**src/rtl/core/im2c_pkg.sv**
```systemverilog
// Shared types, register codes and defaults for the im2col address generator.
`timescale 1ns / 1ps

package im2c_pkg;

	localparam int DEF_MAX_KERNEL = 8;
	localparam int DEF_ADDR_BITS  = 32;
	localparam int DEF_DIM_BITS   = 12;

	localparam int CFG_DATA_BITS  = 13;
	localparam int CFG_INDEX_BITS = 3;
	localparam int MUL_B_BITS     = 15;
	localparam int TAP_BITS       = 6;

	localparam logic [CFG_INDEX_BITS-1:0] REG_IN_HEIGHT     = 3'd0;
	localparam logic [CFG_INDEX_BITS-1:0] REG_IN_WIDTH      = 3'd1;
	localparam logic [CFG_INDEX_BITS-1:0] REG_KERNEL_HEIGHT = 3'd2;
	localparam logic [CFG_INDEX_BITS-1:0] REG_KERNEL_WIDTH  = 3'd3;
	localparam logic [CFG_INDEX_BITS-1:0] REG_STRIDE_ROWS   = 3'd4;
	localparam logic [CFG_INDEX_BITS-1:0] REG_STRIDE_COLS   = 3'd5;
	localparam logic [CFG_INDEX_BITS-1:0] REG_PAD_ROWS      = 3'd6;
	localparam logic [CFG_INDEX_BITS-1:0] REG_PAD_COLS      = 3'd7;

	typedef struct packed {
		logic [12:0] in_height;
		logic [12:0] in_width;
		logic [3:0]  kernel_height;
		logic [3:0]  kernel_width;
		logic [3:0]  stride_rows;
		logic [3:0]  stride_cols;
		logic [2:0]  pad_rows;
		logic [2:0]  pad_cols;
	} cfg_t;

	localparam cfg_t CFG_RESET = '{
		in_height:     13'd1,
		in_width:      13'd1,
		kernel_height: 4'd1,
		kernel_width:  4'd1,
		stride_rows:   4'd1,
		stride_cols:   4'd1,
		pad_rows:      3'd0,
		pad_cols:      3'd0
	};

endpackage

```
**src/rtl/core/im2c_cfg.sv**
```systemverilog
// Configuration register file for the im2col address generator.
`timescale 1ns / 1ps

module im2c_cfg (
	input  logic                                 clk,
	input  logic                                 arst_n,
	input  logic                                 cfg_write,
	input  logic [im2c_pkg::CFG_INDEX_BITS-1:0]  cfg_index,
	input  logic [im2c_pkg::CFG_DATA_BITS-1:0]   cfg_data,
	output im2c_pkg::cfg_t                       cfg
);

	im2c_pkg::cfg_t cfg_q;

	always_ff @(posedge clk or negedge arst_n) begin
		if (!arst_n) begin
			cfg_q <= im2c_pkg::CFG_RESET;
		end else if (cfg_write) begin
			unique case (cfg_index)
				im2c_pkg::REG_IN_HEIGHT:     cfg_q.in_height     <= cfg_data;
				im2c_pkg::REG_IN_WIDTH:      cfg_q.in_width      <= cfg_data;
				im2c_pkg::REG_KERNEL_HEIGHT: cfg_q.kernel_height <= cfg_data[3:0];
				im2c_pkg::REG_KERNEL_WIDTH:  cfg_q.kernel_width  <= cfg_data[3:0];
				im2c_pkg::REG_STRIDE_ROWS:   cfg_q.stride_rows   <= cfg_data[3:0];
				im2c_pkg::REG_STRIDE_COLS:   cfg_q.stride_cols   <= cfg_data[3:0];
				im2c_pkg::REG_PAD_ROWS:      cfg_q.pad_rows      <= cfg_data[2:0];
				im2c_pkg::REG_PAD_COLS:      cfg_q.pad_cols      <= cfg_data[2:0];
			endcase
		end
	end

	assign cfg = cfg_q;

endmodule

```
**src/rtl/core/im2c_alu.sv**
```systemverilog
// Shared multiply-add unit: y = a * b + c, signed product, wrapping sum.
`timescale 1ns / 1ps

module im2c_alu #(
	parameter int AW = 18,
	parameter int BW = im2c_pkg::MUL_B_BITS,
	parameter int SW = 33
) (
	input  logic signed [AW-1:0] a,
	input  logic signed [BW-1:0] b,
	input  logic        [SW-1:0] c,
	output logic        [SW-1:0] y
);

	logic signed [AW+BW-1:0] prod;
	logic signed [SW-1:0]    prod_ext;

	assign prod     = a * b;
	// sign-extend the product before the wrapping add
	assign prod_ext = SW'(prod);
	assign y        = prod_ext + c;

endmodule

```
**src/rtl/core/im2col_address_generator_unit.sv**
```systemverilog
// Top level of the im2col address generator: sequencer around the shared multiply-add.
//
//  channel | direction | handshake            | word
//  --------+-----------+----------------------+--------------------------------------------
//  in      | input     | in_valid / in_stall  | plane_base, out_row, out_col
//  out     | output    | out_valid / out_stall| src_address, is_padding, tap_index, last_tap
//  cfg     | input     | cfg_write            | cfg_index, cfg_data
//
// A patch runs through setup steps on the multiply-add (row origin, column origin,
// row base address, tap address) and then gives one tap per cycle while the output
// is not stalled. A patch with a zero-sized kernel is accepted but gives no word.
// In the tap phase the same unit steps the address by 1 or by the row jump.
// Reset clears the sequencer, the output valid and the registers to defaults.
// out_stall holds the output word and freezes the tap walk; in_stall is high
// from acceptance until the last tap has been loaded into the output register.
`timescale 1ns / 1ps

module im2col_address_generator_unit #(
	parameter int MAX_KERNEL = im2c_pkg::DEF_MAX_KERNEL,
	parameter int ADDR_BITS  = im2c_pkg::DEF_ADDR_BITS,
	parameter int DIM_BITS   = im2c_pkg::DEF_DIM_BITS
) (
	input  logic                                 clk,
	input  logic                                 arst_n,
	input  logic                                 cfg_write,
	input  logic [im2c_pkg::CFG_INDEX_BITS-1:0]  cfg_index,
	input  logic [im2c_pkg::CFG_DATA_BITS-1:0]   cfg_data,
	input  logic                                 in_valid,
	output logic                                 in_stall,
	input  logic [ADDR_BITS-1:0]                 plane_base,
	input  logic [DIM_BITS-1:0]                  out_row,
	input  logic [DIM_BITS-1:0]                  out_col,
	output logic                                 out_valid,
	input  logic                                 out_stall,
	output logic [ADDR_BITS-1:0]                 src_address,
	output logic                                 is_padding,
	output logic [im2c_pkg::TAP_BITS-1:0]        tap_index,
	output logic                                 last_tap
);

	localparam int BW = im2c_pkg::MUL_B_BITS;
	localparam int NW = DIM_BITS + 6;
	localparam int PW = NW + BW;
	localparam int SW = (ADDR_BITS > PW) ? ADDR_BITS : PW;
	localparam int CW = (NW > 13) ? NW : 13;
	localparam int KB = $clog2(MAX_KERNEL + 1);
	localparam int TB = im2c_pkg::TAP_BITS;

	localparam logic [2:0] S_IDLE = 3'd0;
	localparam logic [2:0] S_ROW  = 3'd1;
	localparam logic [2:0] S_COL  = 3'd2;
	localparam logic [2:0] S_BASE = 3'd3;
	localparam logic [2:0] S_OFS  = 3'd4;
	localparam logic [2:0] S_TAP  = 3'd5;

	im2c_pkg::cfg_t cfg;

	logic [2:0]           state_q;
	logic [ADDR_BITS-1:0] base_q;
	logic [DIM_BITS-1:0]  orow_q;
	logic [DIM_BITS-1:0]  ocol_q;
	logic [NW-1:0]        ih0_q;
	logic [NW-1:0]        iw0_q;
	logic [NW-1:0]        ih_q;
	logic [NW-1:0]        iw_q;
	logic [ADDR_BITS-1:0] cur_q;
	logic [KB-1:0]        kr_q;
	logic [KB-1:0]        kc_q;
	logic [TB-1:0]        tap_q;

	logic                 out_valid_q;
	logic [ADDR_BITS-1:0] src_address_q;
	logic                 is_padding_q;
	logic [TB-1:0]        tap_index_q;
	logic                 last_tap_q;

	logic [KB-1:0]        kh_eff;
	logic [KB-1:0]        kw_eff;
	logic                 row_end;
	logic                 tap_last;
	logic                 in_plane;
	logic                 fire;
	logic                 in_accept;
	logic [BW-1:0]        row_jump;
	logic [CW-1:0]        ih_u;
	logic [CW-1:0]        iw_u;

	logic signed [NW-1:0] alu_a;
	logic signed [BW-1:0] alu_b;
	logic [SW-1:0]        alu_c;
	logic [SW-1:0]        alu_y;

	im2c_cfg u_cfg (
		.clk       (clk),
		.arst_n    (arst_n),
		.cfg_write (cfg_write),
		.cfg_index (cfg_index),
		.cfg_data  (cfg_data),
		.cfg       (cfg)
	);

	im2c_alu #(
		.AW (NW),
		.BW (BW),
		.SW (SW)
	) u_alu (
		.a (alu_a),
		.b (alu_b),
		.c (alu_c),
		.y (alu_y)
	);

	// saturate oversized kernels
	assign kh_eff = (cfg.kernel_height > 4'(MAX_KERNEL)) ? KB'(MAX_KERNEL)
	                                                     : KB'(cfg.kernel_height);
	assign kw_eff = (cfg.kernel_width > 4'(MAX_KERNEL)) ? KB'(MAX_KERNEL)
	                                                    : KB'(cfg.kernel_width);

	assign row_end  = (kc_q + KB'(1)) == kw_eff;
	assign tap_last = row_end && ((kr_q + KB'(1)) == kh_eff);

	// jump from the last tap of a kernel row to the first tap of the next
	assign row_jump = BW'(cfg.in_width) - BW'(kw_eff) + BW'(1);

	assign ih_u     = CW'(ih_q);
	assign iw_u     = CW'(iw_q);
	assign in_plane = !ih_q[NW-1] && !iw_q[NW-1]
	               && (ih_u < CW'(cfg.in_height)) && (iw_u < CW'(cfg.in_width));

	assign in_stall  = (state_q != S_IDLE);
	assign in_accept = in_valid && !in_stall;
	assign fire      = (state_q == S_TAP) && (!out_valid_q || !out_stall);

	always_comb begin
		alu_a = '0;
		alu_b = '0;
		alu_c = '0;
		unique case (state_q)
			S_ROW: begin
				alu_a = NW'(orow_q);
				alu_b = BW'(cfg.stride_rows);
				alu_c = SW'(0) - SW'(cfg.pad_rows);
			end
			S_COL: begin
				alu_a = NW'(ocol_q);
				alu_b = BW'(cfg.stride_cols);
				alu_c = SW'(0) - SW'(cfg.pad_cols);
			end
			S_BASE: begin
				alu_a = ih0_q;
				alu_b = BW'(cfg.in_width);
				alu_c = SW'(base_q);
			end
			S_OFS: begin
				alu_a = iw0_q;
				alu_b = BW'(1);
				alu_c = SW'(cur_q);
			end
			S_TAP: begin
				alu_a = NW'(1);
				alu_b = row_end ? row_jump : BW'(1);
				alu_c = SW'(cur_q);
			end
			default: begin
				alu_a = '0;
				alu_b = '0;
				alu_c = '0;
			end
		endcase
	end

	always_ff @(posedge clk or negedge arst_n) begin
		if (!arst_n) begin
			state_q     <= S_IDLE;
			out_valid_q <= 1'b0;
		end else begin
			// load a word on every fired tap, drop it once taken
			if (fire) begin
				out_valid_q <= 1'b1;
			end else if (!out_stall) begin
				out_valid_q <= 1'b0;
			end
			unique case (state_q)
				S_IDLE: begin
					// drop the patch at once when the kernel is empty
					if (in_accept && kh_eff != '0 && kw_eff != '0) begin
						state_q <= S_ROW;
					end
				end
				S_ROW:  state_q <= S_COL;
				S_COL:  state_q <= S_BASE;
				S_BASE: state_q <= S_OFS;
				S_OFS:  state_q <= S_TAP;
				S_TAP: begin
					if (fire && tap_last) begin
						state_q <= S_IDLE;
					end
				end
				default: state_q <= S_IDLE;
			endcase
		end
	end

	always_ff @(posedge clk) begin
		if (in_accept) begin
			base_q <= plane_base;
			orow_q <= out_row;
			ocol_q <= out_col;
		end
		unique case (state_q)
			S_IDLE: begin
				kr_q  <= '0;
				kc_q  <= '0;
				tap_q <= '0;
			end
			S_ROW: begin
				ih0_q <= alu_y[NW-1:0];
				ih_q  <= alu_y[NW-1:0];
			end
			S_COL: begin
				iw0_q <= alu_y[NW-1:0];
				iw_q  <= alu_y[NW-1:0];
			end
			S_BASE: cur_q <= alu_y[ADDR_BITS-1:0];
			S_OFS:  cur_q <= alu_y[ADDR_BITS-1:0];
			S_TAP: begin
				if (fire) begin
					src_address_q <= in_plane ? cur_q : '0;
					is_padding_q  <= !in_plane;
					tap_index_q   <= tap_q;
					last_tap_q    <= tap_last;
					cur_q         <= alu_y[ADDR_BITS-1:0];
					tap_q         <= tap_q + TB'(1);
					if (row_end) begin
						kc_q <= '0;
						kr_q <= kr_q + KB'(1);
						ih_q <= ih_q + NW'(1);
						iw_q <= iw0_q;
					end else begin
						kc_q <= kc_q + KB'(1);
						iw_q <= iw_q + NW'(1);
					end
				end
			end
			default: begin
				kr_q <= '0;
				kc_q <= '0;
			end
		endcase
	end

	assign out_valid   = out_valid_q;
	assign src_address = src_address_q;
	assign is_padding  = is_padding_q;
	assign tap_index   = tap_index_q;
	assign last_tap    = last_tap_q;

	a_pad_zero: assert property (@(posedge clk) disable iff (!arst_n)
		out_valid && is_padding |-> src_address == '0)
		else $error("padding word carries a nonzero address");

	a_walk_continues: assert property (@(posedge clk) disable iff (!arst_n)
		out_valid && !out_stall && !last_tap |=> out_valid)
		else $error("tap walk broke off before the last tap");

	a_last_index: assert property (@(posedge clk) disable iff (!arst_n)
		out_valid && last_tap |-> tap_index == TB'(kh_eff * kw_eff - 1))
		else $error("last tap carries the wrong tap index");

	a_busy_stall: assert property (@(posedge clk) disable iff (!arst_n)
		in_accept && kh_eff != '0 && kw_eff != '0 |=> in_stall ##4 (state_q == S_TAP))
		else $error("setup sequence did not reach the tap phase");

endmodule

```
**config.mk**
```make
export PLATFORM = sky130hd
export DESIGN_NAME = im2col_address_generator_unit
export DESIGN_NICKNAME = d
export VERILOG_FILES = /design/src/rtl/core/im2c_pkg.sv /design/src/rtl/core/im2c_cfg.sv /design/src/rtl/core/im2c_alu.sv /design/src/rtl/core/im2col_address_generator_unit.sv
export SDC_FILE = /design/constraint.sdc
export NUM_CORES = 1
export LEC_CHECK = 0
export BUFFER_PORTS_ARGS = -buffer_cell sky130_fd_sc_hd__buf_2
export CELL_PAD_IN_SITES_DETAIL_PLACEMENT = 1
export CELL_PAD_IN_SITES_GLOBAL_PLACEMENT = 1
export CORE_MARGIN = 8
export CORE_UTILIZATION = 55
export CTS_CLUSTER_SIZE = 12
export DETAILED_ROUTE_END_ITERATION = 7
export GPL_TIMING_DRIVEN = 0
export HOLD_SLACK_MARGIN = 0.05
export PLACE_DENSITY_LB_ADDON = 0.12
export SKIP_CTS_REPAIR_TIMING = 1
export SLEW_MARGIN = 20
export SYNTH_ARGS = -nofsm -noshare
export SYNTH_HDL_FRONTEND = slang
export SYNTH_SLANG_ARGS = --single-unit
```
**constraint.sdc**
```tcl
create_clock -name clk -period 24 [get_ports clk]
set_input_delay 1.2 -clock clk [delete_from_list [all_inputs] [get_ports clk]]
set_output_delay 1.2 -clock clk [all_outputs]
set_load 0.02 [all_outputs]
```
Yosys cells after proc, flatten, opt, wreduce, memory -nomap -nowiden

Index checks and enable logic that the tools add are counted.

Equality and inequality tests: 19
$lt $le $gt $ge: 4
Reductions and logical operators: 44
Add/subtract/negate cells: 10
Muxes and demuxes: 27
$mul: 1
Bitwise operators: 1

Operators by type and width:

| operator                | count |
|---|---|
| $pmux W32 S4            | 1 |
| $pmux W18 S5            | 1 |
| $pmux W15 S5            | 1 |
| $mux W18                | 4 |
| $pmux W18 S2            | 2 |
| $pmux W32 S2            | 1 |
| $add A18 B1 Y18 const B | 2 |
| $lt A18 B13 Y1          | 2 |
| $add A32 B32 Y32        | 1 |
| $mul A18 B15 Y32        | 1 |
| $mux W32                | 1 |
| $reduce_and A2 Y1       | 14 |
| $mux W4                 | 6 |
| $eq A3 B3 Y1 const B    | 6 |
| $pmux W3 S6             | 1 |
| $pmux W4 S2             | 2 |
| $add A14 B2 Y15 const B | 1 |
| $mux W15                | 1 |
| $sub A13 B4 Y14         | 1 |
| $eq A3 B2 Y1 const B    | 4 |
| $pmux W6 S2             | 1 |
| $logic_and A1 B1 Y1     | 9 |
| $add A4 B1 Y4 const B   | 2 |
| $eq A4 B4 Y1            | 2 |
| other kinds (19)        | 39 |

Register bits: 266
Input bits: 77
Word-level logic and storage cells: 131

Logic depth before layout (Yosys ltp)

Gate-level depths: netlist of run 1.

Word-level depth: 10
Depth in mapped cells: 35
Gate-level depth less buffers: 33

Hierarchy

Synthesis of run 1 repeated with hierarchy kept, for this count alone.

Cell total of the unflattened synthesis: 2,249
Area, all modules: 23,746.5 um^2

Modules (own cells, without submodules):

| module                        | area an instance (um^2) | times used | cells each | seq. area each (um^2) |
|---|---|---|---|---|
| im2c_alu                      | 11,175.7                | 1          | 1,268      | 0.0 |
| im2col_address_generator_unit | 10,664.0                | 1          | 875        | 6,526.3 |
| im2c_cfg                      | 1,906.8                 | 1          | 106        | 1,208.7 |

Least setup slack after synthesis of run 1

Ideal clock, no wire load.

Path type: reg2reg
Start point: register u_cfg.cfg_q, in the netlist u_cfg.cfg[14]
End point: register cur_q[30], data pin
Data required time: 23.736 ns
Stages on the path, launching flop included: 33
Slack: 15.616 ns
Path buffers: 1
Setup time: 0.264 ns
Data arrival time: 8.120 ns
Path through: dfstp_2 -> nor2b_1 -> ha_1 -> fa_1 -> inv_1 -> ha_1 -> nand2_1 -> or2_2 -> a2111oi_0 -> o21ai_0 -> a21boi_2 -> buf_6 -> nand2_1 -> fa_1 -> inv_1 -> fa_1 -> inv_1 -> fa_1 -> inv_1 -> fa_1 -> fa_1 -> inv_1 -> fa_1 -> inv_1 -> ha_1 -> a21oi_1 -> o21ai_0 -> a21oi_1 -> o21ai_0 -> a21oi_1 -> nor2_1 -> a221oi_1 -> xnor2_1

Longest elaborated chain between the ends: 10
Elaborated cells between the ends (all ways): 11
Classes of those cells: 3 x add/sub; 1 x mul; 1 x order compare; 1 x eq/ne; 5 x mux

RTL lines:

| item                     | line                                 | text |
|---|---|---|
| start: declaration       | im2c_cfg.sv:13                       | `im2c_pkg::cfg_t cfg_q;` |
| start signal: assignment | im2c_cfg.sv:17                       | `cfg_q <= im2c_pkg::CFG_RESET;` |
| $gt A4 B4 Y1             | im2col_address_generator_unit.sv:116 | `assign kw_eff = (cfg.kernel_width > 4'(MAX_KERNEL)) ? KB'(MAX_KERNEL)` |
| $mux W4 *                | im2col_address_generator_unit.sv:116 |  |
| $sub A13 B4 Y14          | im2col_address_generator_unit.sv:123 | `assign row_jump = BW'(cfg.in_width) - BW'(kw_eff) + BW'(1);` |
| $add A14 B2 Y15          | im2col_address_generator_unit.sv:123 |  |
| $mux W15 *               | im2col_address_generator_unit.sv:161 | `alu_b = row_end ? row_jump : BW'(1);` |
| $pmux W15 S5 *           | im2col_address_generator_unit.sv:138 | `unique case (state_q)` |
| $mul A18 B15 Y32 *       | im2c_alu.sv:18                       | `assign prod = a * b;` |
| $add A32 B32 Y32 *       | im2c_alu.sv:21                       | `assign y = prod_ext + c;` |
| named net alu_y[30]      | im2col_address_generator_unit.sv:91  | `logic [SW-1:0] alu_y;` |
| $mux W32                 | im2col_address_generator_unit.sv:227 | `if (fire) begin` |
| $pmux W32 S2 *           | im2col_address_generator_unit.sv:210 | `unique case (state_q)` |
| end signal: assignment   | im2col_address_generator_unit.sv:224 | `S_BASE: cur_q <= alu_y[ADDR_BITS-1:0];` |
| end signal: assignment   | im2col_address_generator_unit.sv:225 | `S_OFS: cur_q <= alu_y[ADDR_BITS-1:0];` |
| end signal: assignment   | im2col_address_generator_unit.sv:232 | `cur_q <= alu_y[ADDR_BITS-1:0];` |
| end: declaration         | im2col_address_generator_unit.sv:66  | `logic [ADDR_BITS-1:0] cur_q;` |

The timed path passes the listed nets; every way through them passes the cells marked *. The select of a mux whose other input is x is not followed.
A chain may end at the register's enable or synchronous reset.

Worst setup path after layout of run 1

Ends and elaborated chain as after synthesis.

==> flow_metrics.env, run 1 <==
export IMPL_synth_main_ff_cell="edfxtp_1"
export IMPL_ioPinCount=119
export IMPL_cap_violations=0
export IMPL_drtIter0Drc=1451
export IMPL_crit_path_start_kind="flop"
export IMPL_dp_hpwl_microns=63700
export IMPL_avgSynthCellArea_sq_um=10.6
export IMPL_postRouteAntennaNets=0
export IMPL_yosysSeqAreaShare=0.335
export IMPL_finalSetupTns_ns=0
export IMPL_ys_ff_latch=266
export IMPL_fin_area_sq_mm=0.0256
export IMPL_port_buffers=118
export IMPL_finalCriticalPeriod_ns=10.27
export IMPL_worstPathArrival_ns=10.57
export IMPL_worstMarginPinSlew_ns=1.10
export IMPL_clk_pin_slew_ns=0.06
export IMPL_async_flop_share=0.195
export IMPL_routed_wirelength_microns=79000
export IMPL_cts_made_buffers=30
export IMPL_drive_above_1_share=0.117
export IMPL_synthDistinctLibCells=78
export IMPL_grt_max_degree=53
export IMPL_grt_pass1_vias=19899
export IMPL_post_dp_cell_area_sq_mm=0.0246
export IMPL_final_setup_viol_count=0
export IMPL_nets=2848
export IMPL_end_kind="flop"
export IMPL_cts_sinks=266
export IMPL_synthCells=2176
export IMPL_min_path_type="reg -> reg"
export IMPL_place_ws_ns=13.88
export IMPL_ys_warn_count=0
export IMPL_outcome="finished, final reports clean"
export IMPL_timing_final_ws_setup_ns=13.73
export IMPL_clock_path_buffers=3
export IMPL_firstDrtPassIters=5
export IMPL_rsz0062_at_grt="false"
export IMPL_core_area_sq_mm=0.0418
export IMPL_max_stage_delay_ns=0.75
export IMPL_timing_reg2reg_setup_slack_ns=13.73
export IMPL_path_max_fanout=10
export IMPL_dieArea_sq_mm=0.0488
export IMPL_antenna_found_initial=2
export IMPL_die_h_microns=221
export IMPL_viasPerCell=6.07
export IMPL_die_width_microns=221
export IMPL_cts_root_buf="clkbuf_16"
export IMPL_max_slew_margin=0.264
export IMPL_clk_latency_ns=0.58
export IMPL_finalHoldViolCount=0
export IMPL_post_route_period_util=0.428
export IMPL_cts_tree="built"
export IMPL_crit_type="reg -> reg"
export IMPL_vias=17718
export IMPL_gp_congestion=0.948
export IMPL_area_growth_pct=10.8
export IMPL_layout_common_cells="inv_1, fa_1, nand2_1"
export IMPL_track_usage=0.325
export IMPL_fin_skew_ns=0.0178
export IMPL_cpMostUsedCell="fa_1"
export IMPL_final_common_cell="inv_1"
export IMPL_drcViolationCount=0
export IMPL_required_ns=24.30
export IMPL_synth_edff_count=214
export IMPL_crit_path_top_delay_cell="a21boi_2"
export IMPL_initial_core_util=0.554
export IMPL_fmax_mhz=97.4
export IMPL_drv_slew=0
export IMPL_grt_pass1_wl_microns=121000
export IMPL_htreeDepth=1
export IMPL_syn_area_sq_mm=0.0231
export IMPL_fp_row_count=75
export IMPL_wl_per_cell_microns=27.1
export IMPL_grt_overflow=0
state kept, by name, summed over array words and instances (netlist names), 3 cells and up:
| register | flops |
|---|---|
| tap_q | 6 |
| base_q | 32 |
| ocol_q | 12 |
| state_q | 3 |
| tap_index | 6 |
| kc_q | 4 |
| cur_q | 32 |
| ih0_q | 18 |
| ih_q | 18 |
| orow_q | 12 |
| iw0_q | 18 |
| iw_q | 18 |
| kr_q | 4 |
| u_cfg.cfg | 48 |
| src_address | 32 |
metrics by stage:
| stage | cells | hold WS [ns] | utilization |
|---|---|---|---|
| 5_1_grt | 2918 | 0.485 | 0.613 |
| 2_1_floorplan | 2192 | 0.448 | - |
| 3_5_place_dp | 2861 | 0.458 | 0.590 |
| 4_1_cts | 2914 | 0.470 | 0.613 |
| 6_report | 2919 | 0.474 | 0.613 |
| 3_3_place_gp | 2849 | 0.454 | 0.585 |
final timing paths:
check                      cells after the start     startpoint             to
max in group asynchronous                      1         arst_n  u_cfg.cfg[26]
min                                            0       tap_q[5]   tap_index[5]
min in group asynchronous                      1         arst_n      out_valid
max reg2reg                                   32  u_cfg.cfg[14]      cur_q[30]
min reg2reg                                    0       tap_q[5]   tap_index[5]
max                                           32  u_cfg.cfg[14]      cur_q[30]
critical path: cells and delay by family, from the launching register on:
kind | cells | cell delay, ns
adders and majority gates | 10 | 4.56
AOI/OAI and AO/OA | 9 | 3.20
and+or+nand+nor | 5 | 0.81
buffers and inverters | 7 | 0.67
DFF | 1 | 0.58
xor gates and xnor gates | 1 | 0.14
metal layers:
metal | part of all wire | track usage | up-vias
met3 | 0.080 | 0.0585 | 149
met1 | 0.41 | 0.433 | 9269
met2 | 0.48 | 0.537 | 736
met4 | 0.034 | 0.102 | 0
li1 | - | - | 7564
met5 | 0 | 0 | -
kinds of logic (layout without fill, tap and decap cells):
kind of cell | Yosys count | after routing | synth area share
and+or+nand+nor | 568 | 568 | 0.116
buffers and inverters | 462 | 647 | 0.0766
adders and majority gates | 415 | 415 | 0.317
AOI/OAI and AO/OA | 329 | 329 | 0.101
DFF | 266 | 266 | 0.335
xor gates and xnor gates | 97 | 97 | 0.0373
muxes | 37 | 37 | 0.0175
other | 2 | 21 | 0.000325
cells in the mapped netlist, types with 18 or more instances:
library cell / number / area [sq um]
a21o_1: 24 / 180
a21oi_1: 64 / 320
a221o_1: 40 / 400
a22o_1: 19 / 166
a22oi_1: 18 / 135
clkbuf_1: 59 / 221
dfrtp_1: 46 / 1150
edfxtp_1: 214 / 6430
fa_1: 285 / 5710
ha_1: 130 / 1630
inv_1: 384 / 1440
mux2_2: 28 / 315
nand2_1: 227 / 852
nand3_1: 33 / 165
nor2_1: 134 / 503
nor3_1: 19 / 95.1
nor3b_1: 35 / 263
o21ai_0: 97 / 485
xnor2_1: 68 / 596
xor2_1: 28 / 245
final cells by class:
type | count | area [sq um]
Antenna cell | 3 | 7.51
Inverter | 386 | 1450
Buffer | 76 | 325
Fill cell | 4504 | 16200
Multi-Input combinational cell | 1464 | 13700
Clock buffer | 37 | 798
Sequential cell | 266 | 7730
Timing Repair Buffer | 132 | 742
Tap cell | 539 | 674
Clock inverter | 16 | 154
Power of run 1 is not shown: default switching activity piles up to over one toggle a cycle in this logic, so the estimate is an artifact.
==> run 2, diff against run 1 <==
CORE_UTILIZATION = 46   (was 55)
clock period = 9 ns   (was 24 ns; I/O delays follow)
==> run 2 against run 1 <==
Against the previous run: maximum frequency rose by 15%; register-to-register slack got worse by 14 ns; non-clock buffer count rose by 109; clock skew rose by 0.017 ns; die area rose by 18%; flip-flop and latch count did not move.
==> flow_metrics.env, run 2 (synthesized netlist as in run 1, its figures left out) <==
export IMPL_routed_wirelength_microns=78800
export IMPL_finalHoldViolCount=0
export IMPL_cap_violations=0
export IMPL_drive_above_1_share=0.164
export IMPL_required_ns=9.31
export IMPL_post_route_period_util=0.988
export IMPL_ioPinCount=119
export IMPL_min_path_type="in -> reg"
export IMPL_cts_root_buf="clkbuf_16"
export IMPL_final_setup_viol_count=0
export IMPL_grt_overflow=0
export IMPL_worstMarginPinSlew_ns=1.16
export IMPL_r2r_cells=31
export IMPL_rsz0062_at_grt="true"
export IMPL_dp_hpwl_microns=62600
export IMPL_path_max_fanout=10
export IMPL_cpMostUsedCell="fa_1"
export IMPL_largest_reg_flops=48
export IMPL_clk_latency_ns=0.60
export IMPL_initial_core_util=0.464
export IMPL_reg2reg_from="u_cfg.cfg[22]"
export IMPL_vias=17849
export IMPL_clk_pin_slew_ns=0.06
export IMPL_grt_pass1_vias=19421
export IMPL_grt_pass1_wl_microns=118000
export IMPL_grt_max_degree=53
export IMPL_min_path_cells=1
export IMPL_die_h_microns=240
export IMPL_layout_common_cells="inv_1, fa_1, nand2_1"
export IMPL_outcome="finished, final reports clean"
export IMPL_htreeDepth=1
export IMPL_postRouteAntennaNets=0
export IMPL_max_stage_delay_ns=0.62
export IMPL_timing_reg2reg_setup_slack_ns=0.10
export IMPL_track_usage=0.271
export IMPL_finalSetupTns_ns=0
export IMPL_wl_per_cell_microns=24.9
export IMPL_finalCriticalPeriod_ns=8.90
export IMPL_dieArea_sq_mm=0.0577
export IMPL_drcViolationCount=0
export IMPL_drtIter0Drc=1362
export IMPL_crit_path_start_kind="flop"
export IMPL_fmax_mhz=112
export IMPL_core_area_sq_mm=0.0499
export IMPL_fp_row_count=82
export IMPL_final_common_cell="inv_1"
export IMPL_firstDrtPassIters=5
export IMPL_die_width_microns=240
export IMPL_clock_path_buffers=3
export IMPL_gp_congestion=0.909
export IMPL_crit_type="reg -> reg"
export IMPL_dp_cells=2997
export IMPL_drv_slew=0
export IMPL_viasPerCell=5.64
export IMPL_cts_tree="built"
export IMPL_cts_made_buffers=31
export IMPL_instances_no_fill=3165
export IMPL_crit_path_top_delay_cell="fa_1"
export IMPL_worstPathArrival_ns=9.21
export IMPL_startpoint="u_cfg.cfg[22]"
export IMPL_area_growth_pct=17.8
export IMPL_antenna_found_initial=2
export IMPL_nets=2958
export IMPL_max_slew_margin=0.228
export IMPL_end_kind="flop"
export IMPL_port_buffers=118
export IMPL_fin_skew_ns=0.0348
export IMPL_cts_sinks=266
export IMPL_timing_hold_ws_ns=0.0674
export IMPL_hp_start="plane_base[18]"
[run 2: final cells by class]
cell class              count  area [sq um]
diodes                      2          5.00
plain buffers              73           355
clock buffers              38           802
clock inverters            20           134
fillers                  5456         22600
inverters                 386          1450
multi-input cells        1464         14100
flip-flops and latches    266          7740
well taps                 672           841
repair buffers            244          1760
[run 2: path summary, 6_finish.rpt]
kind	to
setup / recovery	cur_q[31]
hold / removal	base_q[18]
setup reg to reg	cur_q[31]
hold reg to reg	tap_index[5]
max in group asynchronous	u_cfg.cfg[17]
min in group asynchronous	u_cfg.cfg[19]
[run 2: layer usage]
layer | share of wire | up-vias | track usage
met1 | 0.42 | 9359 | 0.367
met2 | 0.48 | 550 | 0.446
met5 | 0 | - | 0
met4 | 0.034 | 0 | 0.0831
met3 | 0.062 | 145 | 0.0446
li1 | - | 7795 | -
[run 2: metrics by stage]
stage / cell area [sq um] / setup WS (ns) / utilization
finish: 27200 / 0.105 / 0.546
global route: 27200 / -0.119 / 0.546
global placement: 24600 / -1.53 / 0.494
detailed placement: 24800 / -1.21 / 0.498
CTS: 25800 / -1.23 / 0.517
floorplan: 23200 / 0.616 / -
[run 2: critical path, delay by kind of cell (launching register included)]
kind	cells	cell delay, ns
buf+inv	6	0.63
flops	1	0.54
xor+xnor	2	0.30
fa+ha+maj	9	4.05
compound gates	9	2.06
simple gates	5	1.03
Power of run 2 is left out for the same reason.
